==> src/rtl/core/conv_weight_gradient_top_assert.svh <==
// Assertion macros for the top level, which checks its own logic.
`ifndef CONV_WEIGHT_GRADIENT_TOP_ASSERT_SVH
`define CONV_WEIGHT_GRADIENT_TOP_ASSERT_SVH

// The consequent must hold in the same cycle as the antecedent.
`define CWG_ASSERT_IMPL(lbl, clk, rst_n, ante, cons) \
  lbl: assert property (@(posedge clk) disable iff (!rst_n) (ante) |-> (cons)) \
    else $error("assertion failed");

// The consequent must hold in the cycle after the antecedent.
`define CWG_ASSERT_NEXT(lbl, clk, rst_n, ante, cons) \
  lbl: assert property (@(posedge clk) disable iff (!rst_n) (ante) |=> (cons)) \
    else $error("assertion failed");

`endif

==> src/rtl/core/cwg_pkg.sv <==
`timescale 1ns / 1ps

package cwg_pkg;

  localparam int GRAD_WORDS = 4096;
  localparam int ACT_WORDS  = 4096;
  localparam int MAX_DIM    = 16;
  localparam int DATA_BITS  = 16;

  localparam int GRAD_AW   = $clog2(GRAD_WORDS);
  localparam int ACT_AW    = $clog2(ACT_WORDS);
  localparam int DIM_W     = 5;
  localparam int IDX_W     = 4;
  localparam int SUM_W     = 40;
  localparam int CFG_IDX_W = 3;
  localparam int ADDR_W    = 12;

  // Shared multiply-add unit: r = a * b + c.
  localparam int MA_A_W = 20;
  localparam int MA_B_W = DIM_W;
  localparam int MA_C_W = DIM_W;
  localparam int MA_R_W = MA_A_W + MA_B_W;

  localparam int WIN_W = 2 * DIM_W - 1;

  localparam logic [1:0] MODE_LOAD_GRAD = 2'd0;
  localparam logic [1:0] MODE_LOAD_ACT  = 2'd1;
  localparam logic [1:0] MODE_CALC      = 2'd2;

  localparam logic [CFG_IDX_W-1:0] REG_GRAD_CHANS  = 3'd0;
  localparam logic [CFG_IDX_W-1:0] REG_GRAD_GROUPS = 3'd1;
  localparam logic [CFG_IDX_W-1:0] REG_FILT_H      = 3'd2;
  localparam logic [CFG_IDX_W-1:0] REG_FILT_W      = 3'd3;
  localparam logic [CFG_IDX_W-1:0] REG_IN_CHANS    = 3'd4;
  localparam logic [CFG_IDX_W-1:0] REG_MAP_H       = 3'd5;
  localparam logic [CFG_IDX_W-1:0] REG_MAP_W       = 3'd6;

  typedef struct packed {
    logic [DIM_W-1:0] grad_chans;
    logic [DIM_W-1:0] grad_groups;
    logic [DIM_W-1:0] filt_h;
    logic [DIM_W-1:0] filt_w;
    logic [DIM_W-1:0] in_chans;
    logic [DIM_W-1:0] map_h;
    logic [DIM_W-1:0] map_w;
  } cfg_t;

  typedef struct packed {
    logic [IDX_W-1:0] example;
    logic [IDX_W-1:0] chan;
    logic [IDX_W-1:0] group;
    logic [IDX_W-1:0] wrow;
    logic [IDX_W-1:0] wcol;
    logic [IDX_W-1:0] in_chan;
  } cmd_t;

  typedef struct packed {
    logic              en;
    logic [MA_A_W-1:0] a;
    logic [MA_B_W-1:0] b;
    logic [MA_C_W-1:0] c;
  } ma_op_t;

  typedef struct packed {
    logic               rd_en;
    logic [GRAD_AW-1:0] gaddr;
    logic [ACT_AW-1:0]  aaddr;
    logic               mac_clr;
    logic               mac_issue;
    logic               res_load;
    logic               res_err;
  } ctrl_t;

  typedef struct packed {
    logic busy;
  } mac_st_t;

  typedef enum logic [3:0] {
    S_IDLE,
    S_CHK,
    S_G1,
    S_G2,
    S_G3,
    S_G4,
    S_A1,
    S_A2,
    S_A3,
    S_WIN,
    S_AEND,
    S_ASTART,
    S_TEST,
    S_RUN,
    S_DRAIN,
    S_DONE
  } seq_state_t;

  function automatic logic reg_ok(input logic [DIM_W-1:0] r);
    reg_ok = (r != '0) && (r <= DIM_W'(MAX_DIM));
  endfunction

endpackage

==> src/rtl/core/cwg_mac.sv <==
`timescale 1ns / 1ps

module cwg_mac
  import cwg_pkg::*;
(
  input  logic                        clk,
  input  logic                        rst_n,
  input  logic                        clr,
  input  logic                        issue,
  input  logic signed [DATA_BITS-1:0] gdata,
  input  logic signed [DATA_BITS-1:0] adata,
  output logic signed [SUM_W-1:0]     acc,
  output mac_st_t                     st
);

  logic                          issue_d_r;
  logic                          prod_vld_r;
  logic signed [2*DATA_BITS-1:0] prod_r;
  logic signed [SUM_W-1:0]       acc_r;

  always_ff @(posedge clk) begin
    if (!rst_n) begin
      issue_d_r  <= 1'b0;
      prod_vld_r <= 1'b0;
    end else begin
      issue_d_r  <= issue;
      prod_vld_r <= issue_d_r;
    end
  end

  always_ff @(posedge clk) begin
    if (issue_d_r) begin
      prod_r <= gdata * adata;
    end
    if (clr) begin
      acc_r <= '0;
    end else if (prod_vld_r) begin
      acc_r <= acc_r + SUM_W'(prod_r);
    end
  end

  assign acc     = acc_r;
  assign st.busy = issue_d_r | prod_vld_r;

endmodule

==> config.mk <==
export PLATFORM = sky130hd
export DESIGN_NAME = cwg_mac
export DESIGN_NICKNAME = d
export VERILOG_FILES = /design/src/rtl/core/conv_weight_gradient_top_assert.svh /design/src/rtl/core/cwg_pkg.sv /design/src/rtl/core/cwg_mac.sv
export SDC_FILE = /design/constraint.sdc
export NUM_CORES = 1
export LEC_CHECK = 0
export ABC_CLOCK_PERIOD_IN_PS = 10950
export BUFFER_PORTS_ARGS = -buffer_cell sky130_fd_sc_hd__buf_2
export CAP_MARGIN = 20
export CORE_ASPECT_RATIO = 0.9
export CORE_MARGIN = 10
export CORE_UTILIZATION = 60
export CTS_BUF_LIST = sky130_fd_sc_hd__clkbuf_2
export CTS_CLUSTER_DIAMETER = 100
export DETAILED_ROUTE_END_ITERATION = 10
export PLACE_DENSITY = 0.89
export SYNTH_ARGS = -nofsm -noshare
export SYNTH_HDL_FRONTEND = slang
export SYNTH_SLANG_ARGS = --single-unit
==> constraint.sdc <==
create_clock -name clk -period 10.95 [get_ports clk]
set_clock_uncertainty 0.15 [all_clocks]
set_input_delay 0.5475 -clock clk [delete_from_list [all_inputs] [get_ports clk]]
set_output_delay 0.5475 -clock clk [all_outputs]
set_load 0.02 [all_outputs]
Yosys cells after proc, flatten, opt, wreduce, memory -nomap -nowiden

Index checks and enable logic that the tools add are counted.
W data, S select, Z words.

Register bits: 74
Bits of input ports: 36
Output and inout port bits: 41
Word-level logic and storage cells: 7

$add $sub $neg: 1
Multiply operators: 1
Bitwise logic cells: 1

Operators by type and width:

| operator         | count |
|---|---|
| $add A40 B32 Y40 | 1 |
| $mul A16 B16 Y32 | 1 |
| $or A1 B1 Y1     | 1 |

Depth between registers and ports, before layout

Word-level depth: 1
Gate-level depth with buffers: 24
Gate-level depth less buffers: 23

Worst setup path after synthesis

Ideal clock, no wire load.

Path type: input-to-reg
Start: input port gdata[15]
End: register prod_r[31] (data pin)
Library setup time: 260 ps
Arrival time: 6090 ps
Data required time: 10540 ps
Path slack: 4450 ps
Stages: 21
Cells stage by stage: clkbuf_1 nand2_1 inv_1 fa_1 fa_1 fa_1 fa_1 fa_1 inv_1 fa_1 inv_1 ha_1 and4_1 nand2_1 nor2_1 a311o_1 a41oi_2 o2111ai_1 a21o_1 a21oi_2 xnor2_1

Word-level cells in the longest chain between the ends: 1

RTL lines:

| what                 | line          | source |
|---|---|---|
| start, declared      | cwg_mac.sv:10 | `input logic signed [DATA_BITS-1:0] gdata,` |
| $mul A16 B16 Y32     | cwg_mac.sv:33 | `prod_r <= gdata * adata;` |
| end signal, assigned | cwg_mac.sv:33 |  |
| end, declared        | cwg_mac.sv:18 | `logic signed [2*DATA_BITS-1:0] prod_r;` |

Every way passes these cells.
A chain may end at the register's enable or synchronous reset.

Final worst setup path

Start: input port gdata[15]
End: register prod_r[30] (data pin)

The elaborated chain is that of the path after synthesis.

==> out/results.tsv <==
metric	value	unit
status	finished, final reports clean	
Die X	183	µm
cts hold-fix bufs	0	
cts repair resizes	0	
die area	30500	µm²
#FFs+latches synth	74	
DR iter-0 viols	939	
fin crit period	6.34	ns
Syn. warnings	0	
critical path capture point type	flip-flop	
Hold Path End	issue_d_r	
R2R depth	11	
period utilisation layout	57.9	%
Hold WC Path Type	primary input to flip-flop	
Critical Path Fanout Max	16	
total via count in the routed design	10900	
ANT nets after route	0	
Max Buffers Root-to-Sink	2	
final core occ	64.4	%
Clk pin slew, worst setup/hold paths	0.22	ns
reg2reg end	acc[39]	
Synth Cell Area	14300	µm²
Worst Setup Start Kind	primary input	
I/O Pins	77	
initial antenna violation count	2	
gr usage total	21.5	%
Setup TNS	0	ns
post-CTS setup buffers	0	
Nets	2008	
RSZ-0062 raised after global routing	no	
Critical Path RT	11.10	ns
Root Buffer Master	clkbuf_2	
First-pass DRT Iterations	7	
Syn Area/Cell	9.27	µm²
CTS tree	yes	
syn nets	1967	
FF-to-FF setup slack	7.74	ns
clk sink count	74	
starting density of the core	61.3	%
FF-to-FF Start	prod_r[1]	
final-report max-slew violation count	0	
Slew @ Worst Pin	1.01	ns
WL final	32300	µm
share of cells above drive strength 1	7.72	%
sequential fraction of the synthesis area	12.6	%
Max Cap Viol	0	
Via density	5.72	
Setup CP Type	primary input to flip-flop	
placeable core area	23400	µm²
FMAX	158	MHz
DPL Wire Length	27200	µm
Mapped Cells	1547	
Placer Congestion	0.932	
Worst slew margin	32.6	%
Final Hold Viols	0	
IO buf count	76	
largest net degree at the start of global routing	51	
H-tree Lvls	3	
Post-synth ARST share	0	%
Core Rows	53	
number of distinct library cells after synthesis	74	
Num CTS Buffers	9	
Post-synth EDFFs	32	
# DRC	0	
hold path cells	2	
# setup viols final	0	
total congestion overflow	0	
vias in the first global route	11800	
first-pass GRT wire length	54800	µm
Worst Path Arrival	6.49	ns
later-pin clock latency in the skew report	0.55	ns
drt wl/cell	17.0	µm
height of the die	167	µm
area added between synthesis and finish	5.17	%
Most used DFF post-synth	dfxtp_1	
HP Start	issue	
==> cell families after synthesis <==
group / count (synthesis) / synth area share [%]
adder cells (fa/ha/maj): 384 / 47.3
buffers and inverters: 347 / 9.09
multiplexers: 19 / 1.37
XOR/XNOR: 61 / 3.73
AND/OR/NAND/NOR: 446 / 15.4
AO/OA/AOI/OAI: 216 / 10.6
flip-flops: 74 / 12.6
==> metrics by stage <==
| step | worst slack [ns] | hold slack (ns) | cell area [µm²] | std cells |
|---|---|---|---|---|
| after floorplan | 4.45 | 0.407 | 14300 | 1547 |
| after detailed placement | 4.06 | 0.341 | 14900 | 1879 |
| after CTS | 4.65 | 0.0168 | 15100 | 1895 |
| after global placement | 4.19 | 0.341 | 14900 | 1879 |
| after global routing | 4.28 | 0.00320 | 15100 | 1896 |
| final | 4.61 | 0.0393 | 15100 | 1896 |
==> how the worst max path moves through the flow <==
stage | to | slack (ns) | startpoint
after detailed placement | prod_r[31] | 4.06 | gdata[15]
after CTS | prod_r[31] | 4.65 | gdata[15]
after global routing | prod_r[30] | 4.28 | gdata[15]
after global placement | prod_r[31] | 4.19 | adata[1]
after floorplan | prod_r[31] | 4.45 | gdata[15]
final | prod_r[30] | 4.61 | gdata[15]
==> final cells by class <==
| type | instances | area (µm²) |
|---|---|---|
| Sequential cell | 74 | 1800 |
| Tap cell | 302 | 378 |
| Clock inverter | 7 | 101 |
| Inverter | 299 | 1120 |
| Antenna cell | 1 | 2.50 |
| Clock buffer | 9 | 45.0 |
| Timing Repair Buffer | 78 | 395 |
| Fill cell | 1830 | 8330 |
| Multi-Input combinational cell | 1126 | 11200 |
==> sequential cells by signal, summed over array words and instances, names as in the netlist <==
register	flops
prod_vld_r	1
issue_d_r	1
prod_r	32
acc	40
==> critical path, cell delays in order <==
cell and delay, ns:
buf_2 0.27, nand2_1 0.16, inv_1 0.14, fa_1 0.54
fa_1 0.84, fa_1 0.51, fa_1 0.50, fa_1 0.49
inv_1 0.05, fa_1 0.47, inv_1 0.04, ha_1 0.34
and4_1 0.23, a211oi_1 0.27, o311ai_0 0.25, a31oi_1 0.29
o21ai_1 0.11, a21oi_2 0.20, a2bb2oi_1 0.10, xor2_1 0.14
==> metal layers <==
layer	part of all wire, %	wire length, µm	up-vias	GRT usage, %
li1	-	-	4941	-
met1	38	12300	5401	26.0
met2	52	16800	412	37.9
met3	6.1	1970	96	3.03
met4	3.6	1170	0	8.45
met5	0	0	-	0
==> synthesized netlist by cell type, types with 3 or more instances <==
master | instances | area [µm²]
o21bai_1 | 7 | 52.6
o211ai_1 | 3 | 22.5
and3_1 | 6 | 37.5
nor3b_1 | 3 | 22.5
inv_1 | 299 | 1120
a21boi_1 | 3 | 22.5
nor3_1 | 19 | 95.1
nand3_1 | 8 | 40.0
o21ai_0 | 30 | 150
fa_1 | 263 | 5270
a21oi_2 | 4 | 35.0
a21oi_1 | 55 | 275
nor2b_1 | 11 | 68.8
ha_1 | 121 | 1510
a21o_1 | 38 | 285
o22ai_1 | 8 | 50.1
mux2i_1 | 17 | 170
dfxtp_1 | 42 | 841
a2111oi_0 | 3 | 26.3
nor2_1 | 83 | 312
xnor2_1 | 45 | 394
nand2b_1 | 13 | 81.3
nand2_1 | 148 | 556
edfxtp_1 | 32 | 961
o31ai_1 | 4 | 30.0
o21ba_2 | 3 | 30.0
a211oi_1 | 9 | 67.6
nand4_1 | 10 | 62.6
or3_1 | 3 | 18.8
clkbuf_1 | 46 | 173
o21ai_1 | 5 | 25.0
o21a_1 | 10 | 75.1
xor2_1 | 16 | 140
and2_1 | 129 | 807
==> cell usage in the layout (no fill, tap or decap), types with 11 or more instances in the layout <==
| cell type | n |
|---|---|
| a21o_1 | 38 |
| a21oi_1 | 55 |
| and2_1 | 129 |
| buf_2 | 76 |
| dfxtp_1 | 42 |
| edfxtp_1 | 32 |
| fa_1 | 263 |
| ha_1 | 121 |
| inv_1 | 299 |
| mux2i_1 | 17 |
| nand2_1 | 148 |
| nand2b_1 | 13 |
| nor2_1 | 83 |
| nor2b_1 | 11 |
| nor3_1 | 19 |
| o21ai_0 | 30 |
| xnor2_1 | 45 |
| xor2_1 | 16 |
Power is not shown: default switching activity piles up to over one toggle a cycle in this logic, so the estimate is an artifact.
