**src/rtl/core/conv_weight_gradient_top_assert.svh**
```systemverilog
// Assertion macros for the top level, which checks its own logic.
`ifndef CONV_WEIGHT_GRADIENT_TOP_ASSERT_SVH
`define CONV_WEIGHT_GRADIENT_TOP_ASSERT_SVH

// The consequent must hold in the same cycle as the antecedent.
`define CWG_ASSERT_IMPL(lbl, clk, rst_n, ante, cons) \
  lbl: assert property (@(posedge clk) disable iff (!rst_n) (ante) |-> (cons)) \
    else $error("assertion failed");

// The consequent must hold in the cycle after the antecedent.
`define CWG_ASSERT_NEXT(lbl, clk, rst_n, ante, cons) \
  lbl: assert property (@(posedge clk) disable iff (!rst_n) (ante) |=> (cons)) \
    else $error("assertion failed");

`endif

```
**src/rtl/core/cwg_pkg.sv**
```systemverilog
`timescale 1ns / 1ps

package cwg_pkg;

  localparam int GRAD_WORDS = 4096;
  localparam int ACT_WORDS  = 4096;
  localparam int MAX_DIM    = 16;
  localparam int DATA_BITS  = 16;

  localparam int GRAD_AW   = $clog2(GRAD_WORDS);
  localparam int ACT_AW    = $clog2(ACT_WORDS);
  localparam int DIM_W     = 5;
  localparam int IDX_W     = 4;
  localparam int SUM_W     = 40;
  localparam int CFG_IDX_W = 3;
  localparam int ADDR_W    = 12;

  // Shared multiply-add unit: r = a * b + c.
  localparam int MA_A_W = 20;
  localparam int MA_B_W = DIM_W;
  localparam int MA_C_W = DIM_W;
  localparam int MA_R_W = MA_A_W + MA_B_W;

  localparam int WIN_W = 2 * DIM_W - 1;

  localparam logic [1:0] MODE_LOAD_GRAD = 2'd0;
  localparam logic [1:0] MODE_LOAD_ACT  = 2'd1;
  localparam logic [1:0] MODE_CALC      = 2'd2;

  localparam logic [CFG_IDX_W-1:0] REG_GRAD_CHANS  = 3'd0;
  localparam logic [CFG_IDX_W-1:0] REG_GRAD_GROUPS = 3'd1;
  localparam logic [CFG_IDX_W-1:0] REG_FILT_H      = 3'd2;
  localparam logic [CFG_IDX_W-1:0] REG_FILT_W      = 3'd3;
  localparam logic [CFG_IDX_W-1:0] REG_IN_CHANS    = 3'd4;
  localparam logic [CFG_IDX_W-1:0] REG_MAP_H       = 3'd5;
  localparam logic [CFG_IDX_W-1:0] REG_MAP_W       = 3'd6;

  typedef struct packed {
    logic [DIM_W-1:0] grad_chans;
    logic [DIM_W-1:0] grad_groups;
    logic [DIM_W-1:0] filt_h;
    logic [DIM_W-1:0] filt_w;
    logic [DIM_W-1:0] in_chans;
    logic [DIM_W-1:0] map_h;
    logic [DIM_W-1:0] map_w;
  } cfg_t;

  typedef struct packed {
    logic [IDX_W-1:0] example;
    logic [IDX_W-1:0] chan;
    logic [IDX_W-1:0] group;
    logic [IDX_W-1:0] wrow;
    logic [IDX_W-1:0] wcol;
    logic [IDX_W-1:0] in_chan;
  } cmd_t;

  typedef struct packed {
    logic              en;
    logic [MA_A_W-1:0] a;
    logic [MA_B_W-1:0] b;
    logic [MA_C_W-1:0] c;
  } ma_op_t;

  typedef struct packed {
    logic               rd_en;
    logic [GRAD_AW-1:0] gaddr;
    logic [ACT_AW-1:0]  aaddr;
    logic               mac_clr;
    logic               mac_issue;
    logic               res_load;
    logic               res_err;
  } ctrl_t;

  typedef struct packed {
    logic busy;
  } mac_st_t;

  typedef enum logic [3:0] {
    S_IDLE,
    S_CHK,
    S_G1,
    S_G2,
    S_G3,
    S_G4,
    S_A1,
    S_A2,
    S_A3,
    S_WIN,
    S_AEND,
    S_ASTART,
    S_TEST,
    S_RUN,
    S_DRAIN,
    S_DONE
  } seq_state_t;

  function automatic logic reg_ok(input logic [DIM_W-1:0] r);
    reg_ok = (r != '0) && (r <= DIM_W'(MAX_DIM));
  endfunction

endpackage

```
**src/rtl/core/cwg_muladd.sv**
```systemverilog
`timescale 1ns / 1ps

module cwg_muladd
  import cwg_pkg::*;
(
  input  logic              clk,
  input  ma_op_t            op,
  output logic [MA_R_W-1:0] res
);

  logic [MA_R_W-1:0] res_r;
  logic [MA_R_W-1:0] res_nxt;

  assign res_nxt = MA_R_W'(op.a) * MA_R_W'(op.b) + MA_R_W'(op.c);

  always_ff @(posedge clk) begin
    if (op.en) begin
      res_r <= res_nxt;
    end
  end

  assign res = res_r;

endmodule

```
**config.mk**
```make
export PLATFORM = sky130hd
export DESIGN_NAME = cwg_muladd
export DESIGN_NICKNAME = d
export VERILOG_FILES = /design/src/rtl/core/conv_weight_gradient_top_assert.svh /design/src/rtl/core/cwg_pkg.sv /design/src/rtl/core/cwg_muladd.sv
export SDC_FILE = /design/constraint.sdc
export NUM_CORES = 1
export LEC_CHECK = 0
export ABC_AREA = 0
export BUFFER_PORTS_ARGS = -buffer_cell sky130_fd_sc_hd__buf_4
export CAP_MARGIN = 5
export CORE_ASPECT_RATIO = 0.75
export CORE_MARGIN = 4
export CORE_UTILIZATION = 41
export DETAILED_ROUTE_END_ITERATION = 7
export PLACE_DENSITY_LB_ADDON = 0.2
export SYNTH_ARGS = -nofsm -noshare
export SYNTH_HDL_FRONTEND = slang
export SYNTH_SLANG_ARGS = --single-unit
```
**constraint.sdc**
```tcl
create_clock -name clk -period 4.3 [get_ports clk]
set_clock_uncertainty 0.05 [all_clocks]
set_input_delay 0 -clock clk [delete_from_list [all_inputs] [get_ports clk]]
set_output_delay 0 -clock clk [all_outputs]
set_load 0.01 [all_outputs]
```
# After elaboration in Yosys (flattened, before gate mapping)
# Index checks and enable logic that the tools add are counted.
# totals
ff_bits	25
output_inout_bits	25
wordCells	3
# classes
n_addsub	1
n_mul	1
# ops
cell	count
$add 25x5->25	1
$mul 20x5->25	1

# Depth between registers and ports, before layout
# Gate-level depths: netlist of the first run.
# logic_depth
word_depth	2
depth_mapped	15

# Worst setup path after synthesis of the first run
# No wires, ideal clock.
# synth_path
kind	input to register
startpoint	input port op[9] in the netlist's numbering
endpoint	register res_r[22] (netlist: res[22]) (data pin)
setup_time_ns	0.258
arrival_ns	3.261
required_time_ns	3.992
setup_slack_ns	0.731
path_stages	14
n_path_buf	1
path_cell_list	clkbuf_1 > and2_1 > fa_1 > fa_1 > inv_1 > fa_1 > inv_1 > ha_1 > o21ai_0 > o21ai_1 > a2111oi_2 > nor3_2 > a21oi_2 > xnor2_1
# synth_via
elab_chain_len	2
# synth_lines
element	line	rtl
start: declaration	cwg_muladd.sv:7	input ma_op_t op,
$mul 20x5->25	cwg_muladd.sv:14	assign res_nxt = MA_R_W'(op.a) * MA_R_W'(op.b) + MA_R_W'(op.c);
$add 25x5->25	cwg_muladd.sv:14	
net res_nxt[22]	cwg_muladd.sv:12	logic [MA_R_W-1:0] res_nxt;
end signal: assignment	cwg_muladd.sv:18	res_r <= res_nxt;
end: declaration	cwg_muladd.sv:11	logic [MA_R_W-1:0] res_r;
# The timed path passes the listed nets, and every way through them passes these cells.
# A chain may end at the register's enable or synchronous reset.

# Final worst setup path of the first run
# layout_path
startpoint	input port op[9] in the netlist's numbering
endpoint	register res_r[20] (netlist: res[20]) (data pin)
# The elaborated chain is that of the path after synthesis.

==> results by group, run 1 <==
Placed design
  • PortBufs: 56
  • DP HPWL: 7.62 mm
  • RD Place Congestion: 0.877

Clock network
  • Bufs on Longest Clock Path: 2
  • H-tree depth: 1
  • Post-CTS resize count: 0
  • Number of buffers created by CTS: 3
  • Post-CTS Setup Repair Bufs: 0
  • Worst-path clk slew: 0.06 ns
  • Root buffer cell: clkbuf_16
  • CTS tree: yes
  • Hold Buf Count CTS: 0
  • TritonCTS Sinks: 25

Setup path
  • Critical path class: in -> reg
  • Crit Path Max Fanout: 20
  • CP endpoint kind: flop
  • Critical Path RT: 4.25 ns
  • Crit path launch type: input pin
  • Crit path DAT: 3.56 ns

STA
  • Final setup violating endpoints: 0
  • Max Fclk: 277 MHz
  • Tmin final: 3.61 ns
  • Unrepaired setup endpoints after global routing: no
  • Post-Route Setup TNS: 0 ns
  • Tightest Pin Transition: 0.361 ns
  • Final hold violations: 0
  • Max-Slew Margin vs Limit: 75.7%
  • Slew Viols, Final: 0
  • Final Hold Slack: 0.0103 ns
  • Fin crit share: 84.0%

Die
  • Initial Utilization: 42.1%
  • Core area: 0.0103 mm2
  • IO Count: 57
  • Die Area: 0.0123 mm2
  • Die height: 97.2 um
  • # rows: 32
  • DIE WIDTH: 127 um

Global route
  • GR peak layer: met1
  • Initial antenna violation count: 0
  • Grt ovf: 0
  • Met2 GRT Util: 21.5%
  • First-pass GRT wire length: 15.8 mm
  • Global-route met1 utilization: 25.5%
  • GRT met3 Usage: 1.10%
  • Tot GR Track Use: 15.3%
  • Vias in the first global route: 3158
  • Largest net degree at the start of global routing: 26

Cells and area
  • Synth-to-Final Area Change: 14.1%
  • Layout cells sized above 1: 13.9%
  • ANT cells: 0
  • Nets: 652
  • Max reg flops: 25
  • Fillers: 1017

Synth
  • Number of synthesized register bits: 25
  • Seq/Total Area, Yosys: 17.2%
  • Distinct cells, synth: 37
  • Synthesized area per cell: 9.36 um2
  • Gate Count Post-Synth: 465
  • Synthesized area: 0.00435 mm2
  • Top FF cell, synth: edfxtp_1
  • Net Count, Synth: 604
  • Syn. warnings: 0
  • Top cells by area, synth: fa_1 27%, edfxtp_1 17%, ha_1 14%
  • Top-area cell type share of the netlist area: 27.1%
  • Share of flip-flops with an asynchronous set or reset: 0%
  • Number of synthesized flops with an enable pin: 25
  • Synth top cells by count: 98 x inv_1, 92 x and2_1, 59 x fa_1
  • Cell taking the most area after synthesis: fa_1
  • Most instantiated library cell after synthesis: inv_1

Power and ir drop
  • Psw: 0.912 mW
  • Peak VDD IR: 189 uV
  • Clock network fraction of total power: 9.4%
  • Power Density: 422 mW/mm2
  • Comb pwr share: 68.6%
  • Power, Total: 2.09 mW
  • Flop pwr share: 22.1%
  • Leakage power: 2.42 nW
  • Sw Share: 43.6%
  • Internal power component: 1.18 mW

Flow run
  • Number of max-cap violations: 0

Routing
  • DRC viols: 0
  • DRT iter0 DRCs: 126
  • Antenna-violating nets left: 0
  • Wirelength, routed: 8.93 mm
  • Via count: 3110
  • Pre-antenna DRT Iters: 4
  • WL/cell: 13.8 um
  • Via density: 4.80

Outcome
  • Status: completed

Hold path
  • Hold Crit Class: in -> reg
==> logic make-up after synthesis <==
kind of cell,share of synthesized area (%)
AND/OR/NAND/NOR,18.9
buffers and inverters,9.77
adder cells (fa/ha/maj),40.9
AO/OA/AOI/OAI,8.94
flip-flops,17.2
XOR/XNOR,4.23
==> final timing paths <==
check                                to  slack (ns)   from  depth (start not counted)
worst max-delay path  res[20]$_DFFE_PP_        0.69  op[9]                         14
worst min-delay path   res[0]$_DFFE_PP_        0.01  op[0]                          2
==> worst max-delay path, stage by stage <==
cell      delay [ns]
buf_4           0.18
and2_1          0.17
fa_1            0.50
fa_1            0.55
inv_1           0.05
fa_1            0.56
inv_1           0.05
ha_1            0.37
a21oi_1         0.12
o21ai_1         0.30
a21oi_2         0.10
o21bai_1        0.30
a31oi_1         0.15
xnor2_1         0.16
==> layout make-up <==
type | instances | area (um2) | area share (%)
timing repair buffer | 56 | 420 | 8.47
multi-input combinational | 329 | 3180 | 64.0
inverter | 98 | 368 | 7.41
sequential | 25 | 751 | 15.1
clock buffer | 4 | 78.8 | 1.59
tap | 136 | 170 | 3.43
==> cell usage in the layout, fill, tap and decap left out, types with 4 or more instances in the layout <==
cell type,n
o21ai_0,6
xor2_1,6
o21ai_1,8
xnor2_1,15
and2_1,92
edfxtp_1,25
fa_1,59
inv_1,98
nand2_1,26
nor3_1,4
nand4_1,4
a21oi_2,4
a31oi_1,4
nor2_1,8
ha_1,48
a21oi_1,18
a21o_1,5
buf_4,56
==> power by group through the flow <==
stage / clock, mW / sequential (mW) / combinational (mW)
floorplan: 0 / 0.525 / 0.955
global placement: 0 / 0.468 / 1.42
detailed placement: 0 / 0.470 / 1.44
CTS: 0.202 / 0.465 / 1.45
global route: 0.212 / 0.474 / 1.63
finish: 0.197 / 0.462 / 1.44
==> per-layer routing <==
| metal | vias up | wire length (um) |
|---|---|---|
| met2 | 73 | 3410 |
| met5 | - | 0 |
| met3 | 8 | 328 |
| li1 | 1555 | - |
| met4 | 0 | 81 |
| met1 | 1474 | 5110 |
==> per-stage QoR <==
stage	cell area, um2	setup WS [ns]	utilization (%)	std cells
after detailed placement	4890	0.440	47.3	644
after CTS	4960	0.691	48.1	648
after floorplan	4350	0.731	-	465
after global placement	4890	0.491	47.3	644
after global routing	4960	0.413	48.1	648
final	4960	0.688	48.1	648
(Power assumes the default switching activity.)
==> run 2: changes to the inputs <==
clock period = 3.3 ns   (was 4.3 ns; I/O delays follow)
==> run 2 against run 1 <==
Against the previous run: setup slack got worse by 0.62 ns; core utilization rose by 11 points; count of clock-buffer cells in the layout unchanged; highest routed layer unchanged.
==> results by group, run 2 (same netlist as run 1, synthesis figures left out) <==
Outcome
  • Status: completed (unchanged)

Die
  • IO Count: 57 (unchanged)
  • Die Area: 0.0123 mm2 (unchanged)
  • Core area: 0.0103 mm2 (unchanged)
  • Die height: 97.2 um (unchanged)
  • # rows: 32 (unchanged)
  • Initial Utilization: 42.1% (unchanged)
  • DIE WIDTH: 127 um (unchanged)

STA
  • Slew Viols, Final: 0 (unchanged)
  • Final setup violating endpoints: 0 (unchanged)
  • Post-Route Setup TNS: 0 ns (unchanged)
  • Final hold violations: 0 (unchanged)
  • Fin crit share: 97.9%
  • Fin worst setup slack: 0.0701 ns (was 0.688 ns)
  • Unrepaired setup endpoints after global routing: yes (was no)
  • Max-Slew Margin vs Limit: 74.5% (was 75.7%)
  • Tmin final: 3.23 ns
  • Tightest Pin Transition: 0.382 ns (was 0.361 ns)
  • Max Fclk: 310 MHz

Routing
  • Via count: 3439 (was 3110)
  • WL/cell: 13.4 um (was 13.8 um)
  • DRC viols: 0 (unchanged)
  • Wirelength, routed: 9.82 mm (was 8.93 mm)
  • Pre-antenna DRT Iters: 4 (unchanged)
  • Via density: 4.68 (was 4.80)
  • DRT iter0 DRCs: 135 (was 126)
  • Antenna-violating nets left: 0 (unchanged)

Cells and area
  • Most common cell after layout, fill and taps aside: buf_4 (was inv_1)
  • Post-Layout Cell Count: 735 (was 648)
  • Final core utilization: 58.6% (was 48.1%)
  • Synth-to-Final Area Change: 39.1% (was 14.1%)
  • Fillers: 908 (was 1017)
  • Design area: 0.00605 mm2 (was 0.00496 mm2)
  • Max reg flops: 25 (unchanged)
  • Layout cells sized above 1: 37.2% (was 13.9%)
  • Most frequent cells in the layout: 136 x buf_4, 89 x inv_1, 77 x and2_1 (was 98 x inv_1, 92 x and2_1, 59 x fa_1)
  • ANT cells: 0 (unchanged)
  • Nets: 739 (was 652)

Placed design
  • PortBufs: 56 (unchanged)
  • Worst slack, placed: -0.355 ns (was 0.440 ns)
  • DP HPWL: 8.39 mm (was 7.62 mm)
  • RD Place Congestion: 0.840 (was 0.877)
  • Area of placed instances: 0.00562 mm2 (was 0.00489 mm2)
  • Placed Cells: 720 (was 644)

Setup path
  • CP top delay family: adder cells (unchanged)
  • Crit path DAT: 3.19 ns (was 3.56 ns)
  • CP endpoint kind: flop (unchanged)
  • Critical Path RT: 3.26 ns (was 4.25 ns)
  • Most used cell, CP: fa_1 (unchanged)
  • Critical path class: in -> reg (unchanged)
  • Crit path launch type: input pin (unchanged)
  • CP peak stage delay: 0.49 ns (was 0.56 ns)
  • Worst path slowest cell: fa_1 (unchanged)
  • CP Buf/Inv Count: 3 (unchanged)
  • Crit Path Max Fanout: 4 (was 20)
  • Crit path cell chain: buf_4 > and2_4 > fa_1 > fa_1 > inv_1 > fa_1 > inv_1 > ha_4 > a21o_1 > a221oi_2 > o21ai_1 > a221o_1 > a21oi_2 > xnor2_1 (was buf_4 > and2_1 > fa_1 > fa_1 > inv_1 > fa_1 > inv_1 > ha_1 > a21oi_1 > o21ai_1 > a21oi_2 > o21bai_1 > a31oi_1 > xnor2_1)
  • CP startpoint: op[22] (was op[9])

Global route
  • Grt ovf: 0 (unchanged)
  • Tot GR Track Use: 16.2% (was 15.3%)
  • Vias in the first global route: 3598 (was 3158)
  • Initial antenna violation count: 0 (unchanged)
  • Largest net degree at the start of global routing: 26 (unchanged)
  • First-pass GRT wire length: 16.9 mm (was 15.8 mm)

Clock network
  • TritonCTS Sinks: 25 (unchanged)
  • CTS tree: yes (unchanged)
  • Number of buffers created by CTS: 3 (unchanged)
  • Root buffer cell: clkbuf_16 (unchanged)
  • Worst-path clk slew: 0.06 ns (about the same)
  • H-tree depth: 1 (unchanged)
  • Bufs on Longest Clock Path: 2 (unchanged)

Hold path
  • Hold Crit Class: in -> reg (unchanged)
  • Hold path start: op[30] (was op[0])

Flow run
  • Number of max-cap violations: 0 (unchanged)

Power and ir drop
  • Peak VDD IR: 243 uV (was 189 uV)
  • Leakage power: 2.90 nW (was 2.42 nW)
  • Power Density: 597 mW/mm2 (was 422 mW/mm2)
## run 2: cell count changes in the layout (fill, tap and decap cells not counted), sizes merged
cell and delta:
clkbuf +1, buf +85, dlygate4sd3 +1
## run 2: per-stage QoR
step | power (mW) | hold slack [ns]
after floorplan | 2.10 | 0.0625
after global placement | 3.06 | 0.249
after detailed placement | 3.11 | 0.259
after CTS | 3.49 | 0.119
after global routing | 3.95 | 0.126
final | 3.62 | 0.117
## run 2: path summary, 6_finish.rpt
path                 to  slack (ns)  depth (start not counted)
max   res[21]$_DFFE_PP_        0.07                         14
min    res[1]$_DFFE_PP_        0.12                          1
## run 2: final cells by class
cell class / count / area [um2] / area share (%)
clock buffers: 4 / 78.8 / 1.30
inverters: 98 / 368 / 6.08
multi-input cells: 329 / 3540 / 58.4
flip-flops and latches: 25 / 751 / 12.4
well taps: 136 / 170 / 2.81
repair buffers: 143 / 1150 / 19.0
## run 2: power by group
| group | switching (mW) | leakage (nW) | internal [mW] |
|---|---|---|---|
| logic | 1.31 | 2.62 | 1.43 |
| clock network | 0.0956 | 0.0382 | 0.165 |
| registers | 0.0433 | 0.244 | 0.568 |
| total | 1.45 | 2.90 | 2.16 |
## run 2: timing repair
item,CTS,global route
resized for setup,16,46
endpoints found under the setup margin,8,13
setup buffers,5,4
pin swaps,10,50
endpoints found under the hold margin,1,0
cloned,0,1
hold buffers,1,0
## run 2: per-layer routing
metal	up-vias	wire (um)	track usage (%)
li1	1729	-	-
met1	1645	5280	26.8
met2	63	4140	23.4
met3	2	369	1.04
met4	0	29	2.23
met5	-	0	0
==> run 3: changes to the inputs <==
CORE_UTILIZATION = 35   (was 41)
==> run 3 against run 2 <==
Against the previous run: core utilization shrank 6.4 points; critical path depth increased by 1; design area rose by 2.4%; fmax grew 0.34%; sequential share of layout area shrank 0.29 points; cell count increased by 4.2%; non-clock buffer count increased by 5; combinational power grew 3%; setup slack gained 0.011 ns; sequential power barely moved; die area grew 16%.
==> results by group, run 3 (same netlist as run 1, synthesis figures left out) <==
Die
  • DIE WIDTH: 137 um (was 127 um)
  • Die height: 105 um (was 97.2 um)
  • Die Area: 0.0143 mm2 (was 0.0123 mm2)
  • IO Count: 57 (unchanged)
  • Core area: 0.0119 mm2 (was 0.0103 mm2)
  • Initial Utilization: 36.7% (was 42.1%)
  • # rows: 34 (was 32)

Placed design
  • PortBufs: 56 (unchanged)
  • DP HPWL: 9.03 mm (was 8.39 mm)
  • RD Place Congestion: 0.843 (was 0.840)

Setup path
  • CP top delay family: adder cells (unchanged)
  • Crit Path Max Fanout: 18 (was 4)
  • Worst path slowest cell: fa_1 (unchanged)
  • Critical Path RT: 3.26 ns (about the same)
  • CP endpoint kind: flop (unchanged)
  • CP peak stage delay: 0.54 ns (was 0.49 ns)
  • Critical path class: in -> reg (unchanged)
  • Levels on crit path: 15 (was 14)
  • Crit path launch type: input pin (unchanged)
  • Crit path DAT: 3.18 ns (was 3.19 ns)
  • Crit path cell chain: buf_12 > nand2_1 > fa_1 > inv_1 > ha_4 > inv_1 > fa_1 > inv_2 > fa_2 > a211oi_4 > o21ai_2 > a2111oi_4 > nor3_4 > a21oi_2 > xnor2_1 (was buf_4 > and2_4 > fa_1 > fa_1 > inv_1 > fa_1 > inv_1 > ha_4 > a21o_1 > a221oi_2 > o21ai_1 > a221o_1 > a21oi_2 > xnor2_1)
  • CP Buf/Inv Count: 4 (was 3)

Routing
  • DRT iter0 DRCs: 114 (was 135)
  • Pre-antenna DRT Iters: 4 (unchanged)
  • WL/cell: 14.1 um (was 13.4 um)
  • Via count: 3444 (was 3439)
  • DRC viols: 0 (unchanged)
  • Antenna-violating nets left: 0 (unchanged)
  • Via density: 4.50 (was 4.68)
  • Wirelength, routed: 10.8 mm (was 9.82 mm)

Power and ir drop
  • Power Density: 599 mW/mm2 (was 597 mW/mm2)
  • Peak VDD IR: 290 uV (was 243 uV)
  • Leakage power: 2.99 nW (was 2.90 nW)
  • Power, Total: 3.71 mW (was 3.62 mW)

Clock network
  • TritonCTS Sinks: 25 (unchanged)
  • CTS tree: yes (unchanged)
  • H-tree depth: 1 (unchanged)
  • Root buffer cell: clkbuf_16 (unchanged)
  • Bufs on Longest Clock Path: 2 (unchanged)
  • Number of buffers created by CTS: 3 (unchanged)
  • Worst-path clk slew: 0.06 ns (about the same)
  • Hold Buf Count CTS: 0 (was 1)

Hold path
  • Hold Crit Class: in -> reg (unchanged)
  • Hold path depth: 2 (was 1)

Cells and area
  • Most frequent cells in the layout: 136 x buf_4, 88 x inv_1, 77 x and2_1 (was 136 x buf_4, 89 x inv_1, 77 x and2_1)
  • Nets: 744 (was 739)
  • Layout cells sized above 1: 37.9% (was 37.2%)
  • Synth-to-Final Area Change: 42.4% (was 39.1%)
  • Max reg flops: 25 (unchanged)
  • Fillers: 1143 (was 908)
  • Most common cell after layout, fill and taps aside: buf_4 (unchanged)
  • ANT cells: 0 (unchanged)

Global route
  • GRT met3 Usage: 0.913% (was 1.04%)
  • Global-route met1 utilization: 25.7% (was 26.8%)
  • GR peak layer: met1 (unchanged)
  • Vias in the first global route: 3534 (was 3598)
  • Largest net degree at the start of global routing: 26 (unchanged)
  • Initial antenna violation count: 0 (unchanged)
  • Tot GR Track Use: 15.2% (was 16.2%)
  • First-pass GRT wire length: 17.9 mm (was 16.9 mm)
  • Grt ovf: 0 (unchanged)
  • Met2 GRT Util: 21.5% (was 23.4%)

STA
  • Slew Viols, Final: 0 (unchanged)
  • Fin crit share: 97.5% (was 97.9%)
  • Max-Slew Margin vs Limit: 76.8% (was 74.5%)
  • Final hold violations: 0 (unchanged)
  • Max Fclk: 311 MHz (was 310 MHz)
  • Final Hold Slack: 0.00238 ns (was 0.117 ns)
  • Tmin final: 3.22 ns (was 3.23 ns)
  • Tightest Pin Transition: 0.345 ns (was 0.382 ns)
  • Final setup violating endpoints: 0 (unchanged)
  • Unrepaired setup endpoints after global routing: yes (unchanged)

Flow run
  • Number of max-cap violations: 0 (unchanged)

Outcome
  • Status: completed (unchanged)
## run 3: worst paths after layout
check	from	end	slack [ns]
max	op[5]	res[22]$_DFFE_PP_	0.08
min	op[0]	res[0]$_DFFE_PP_	0.002
## run 3: layout make-up
cell class,instances,area [um2],share of cell area (%)
flip-flops and latches,25,751,12.1
well taps,162,203,3.27
inverters,98,368,5.93
multi-input cells,329,3550,57.3
clock buffers,4,78.8,1.27
repair buffers,148,1240,20.1
## run 3: metrics by stage
step	setup slack (ns)	TNS (ns)	std cells	area [um2]	util, %
5_1_grt	-0.0995	-0.153	766	6200	52.2
2_1_floorplan	-0.161	-0.538	465	4550	-
3_5_place_dp	-0.368	-4.14	750	5680	47.9
4_1_cts	0.00742	0	757	5820	49.0
3_3_place_gp	-0.332	-3.41	750	5680	47.9
6_report	0.0811	0	766	6200	52.2
## run 3: metal layers
layer  share of wire (%)  vias up
met3                 3.3        2
met4                0.27        0
met1                  55     1649
met5                   0        -
met2                  41       51
li1                    -     1742
## run 3: where the power goes
| group | internal [mW] | switching [mW] | leakage, nW |
|---|---|---|---|
| logic | 1.46 | 1.38 | 2.70 |
| clock network | 0.165 | 0.0986 | 0.0382 |
| registers | 0.568 | 0.0438 | 0.244 |
| total | 2.19 | 1.52 | 2.99 |
## run 3: timing repair
item | CTS | global route
gates resized for setup | 8 | 68
gates cloned | 0 | 3
buffers inserted | 3 | 6
pin swaps | 11 | 58
endpoints found under the setup margin | 9 | 13
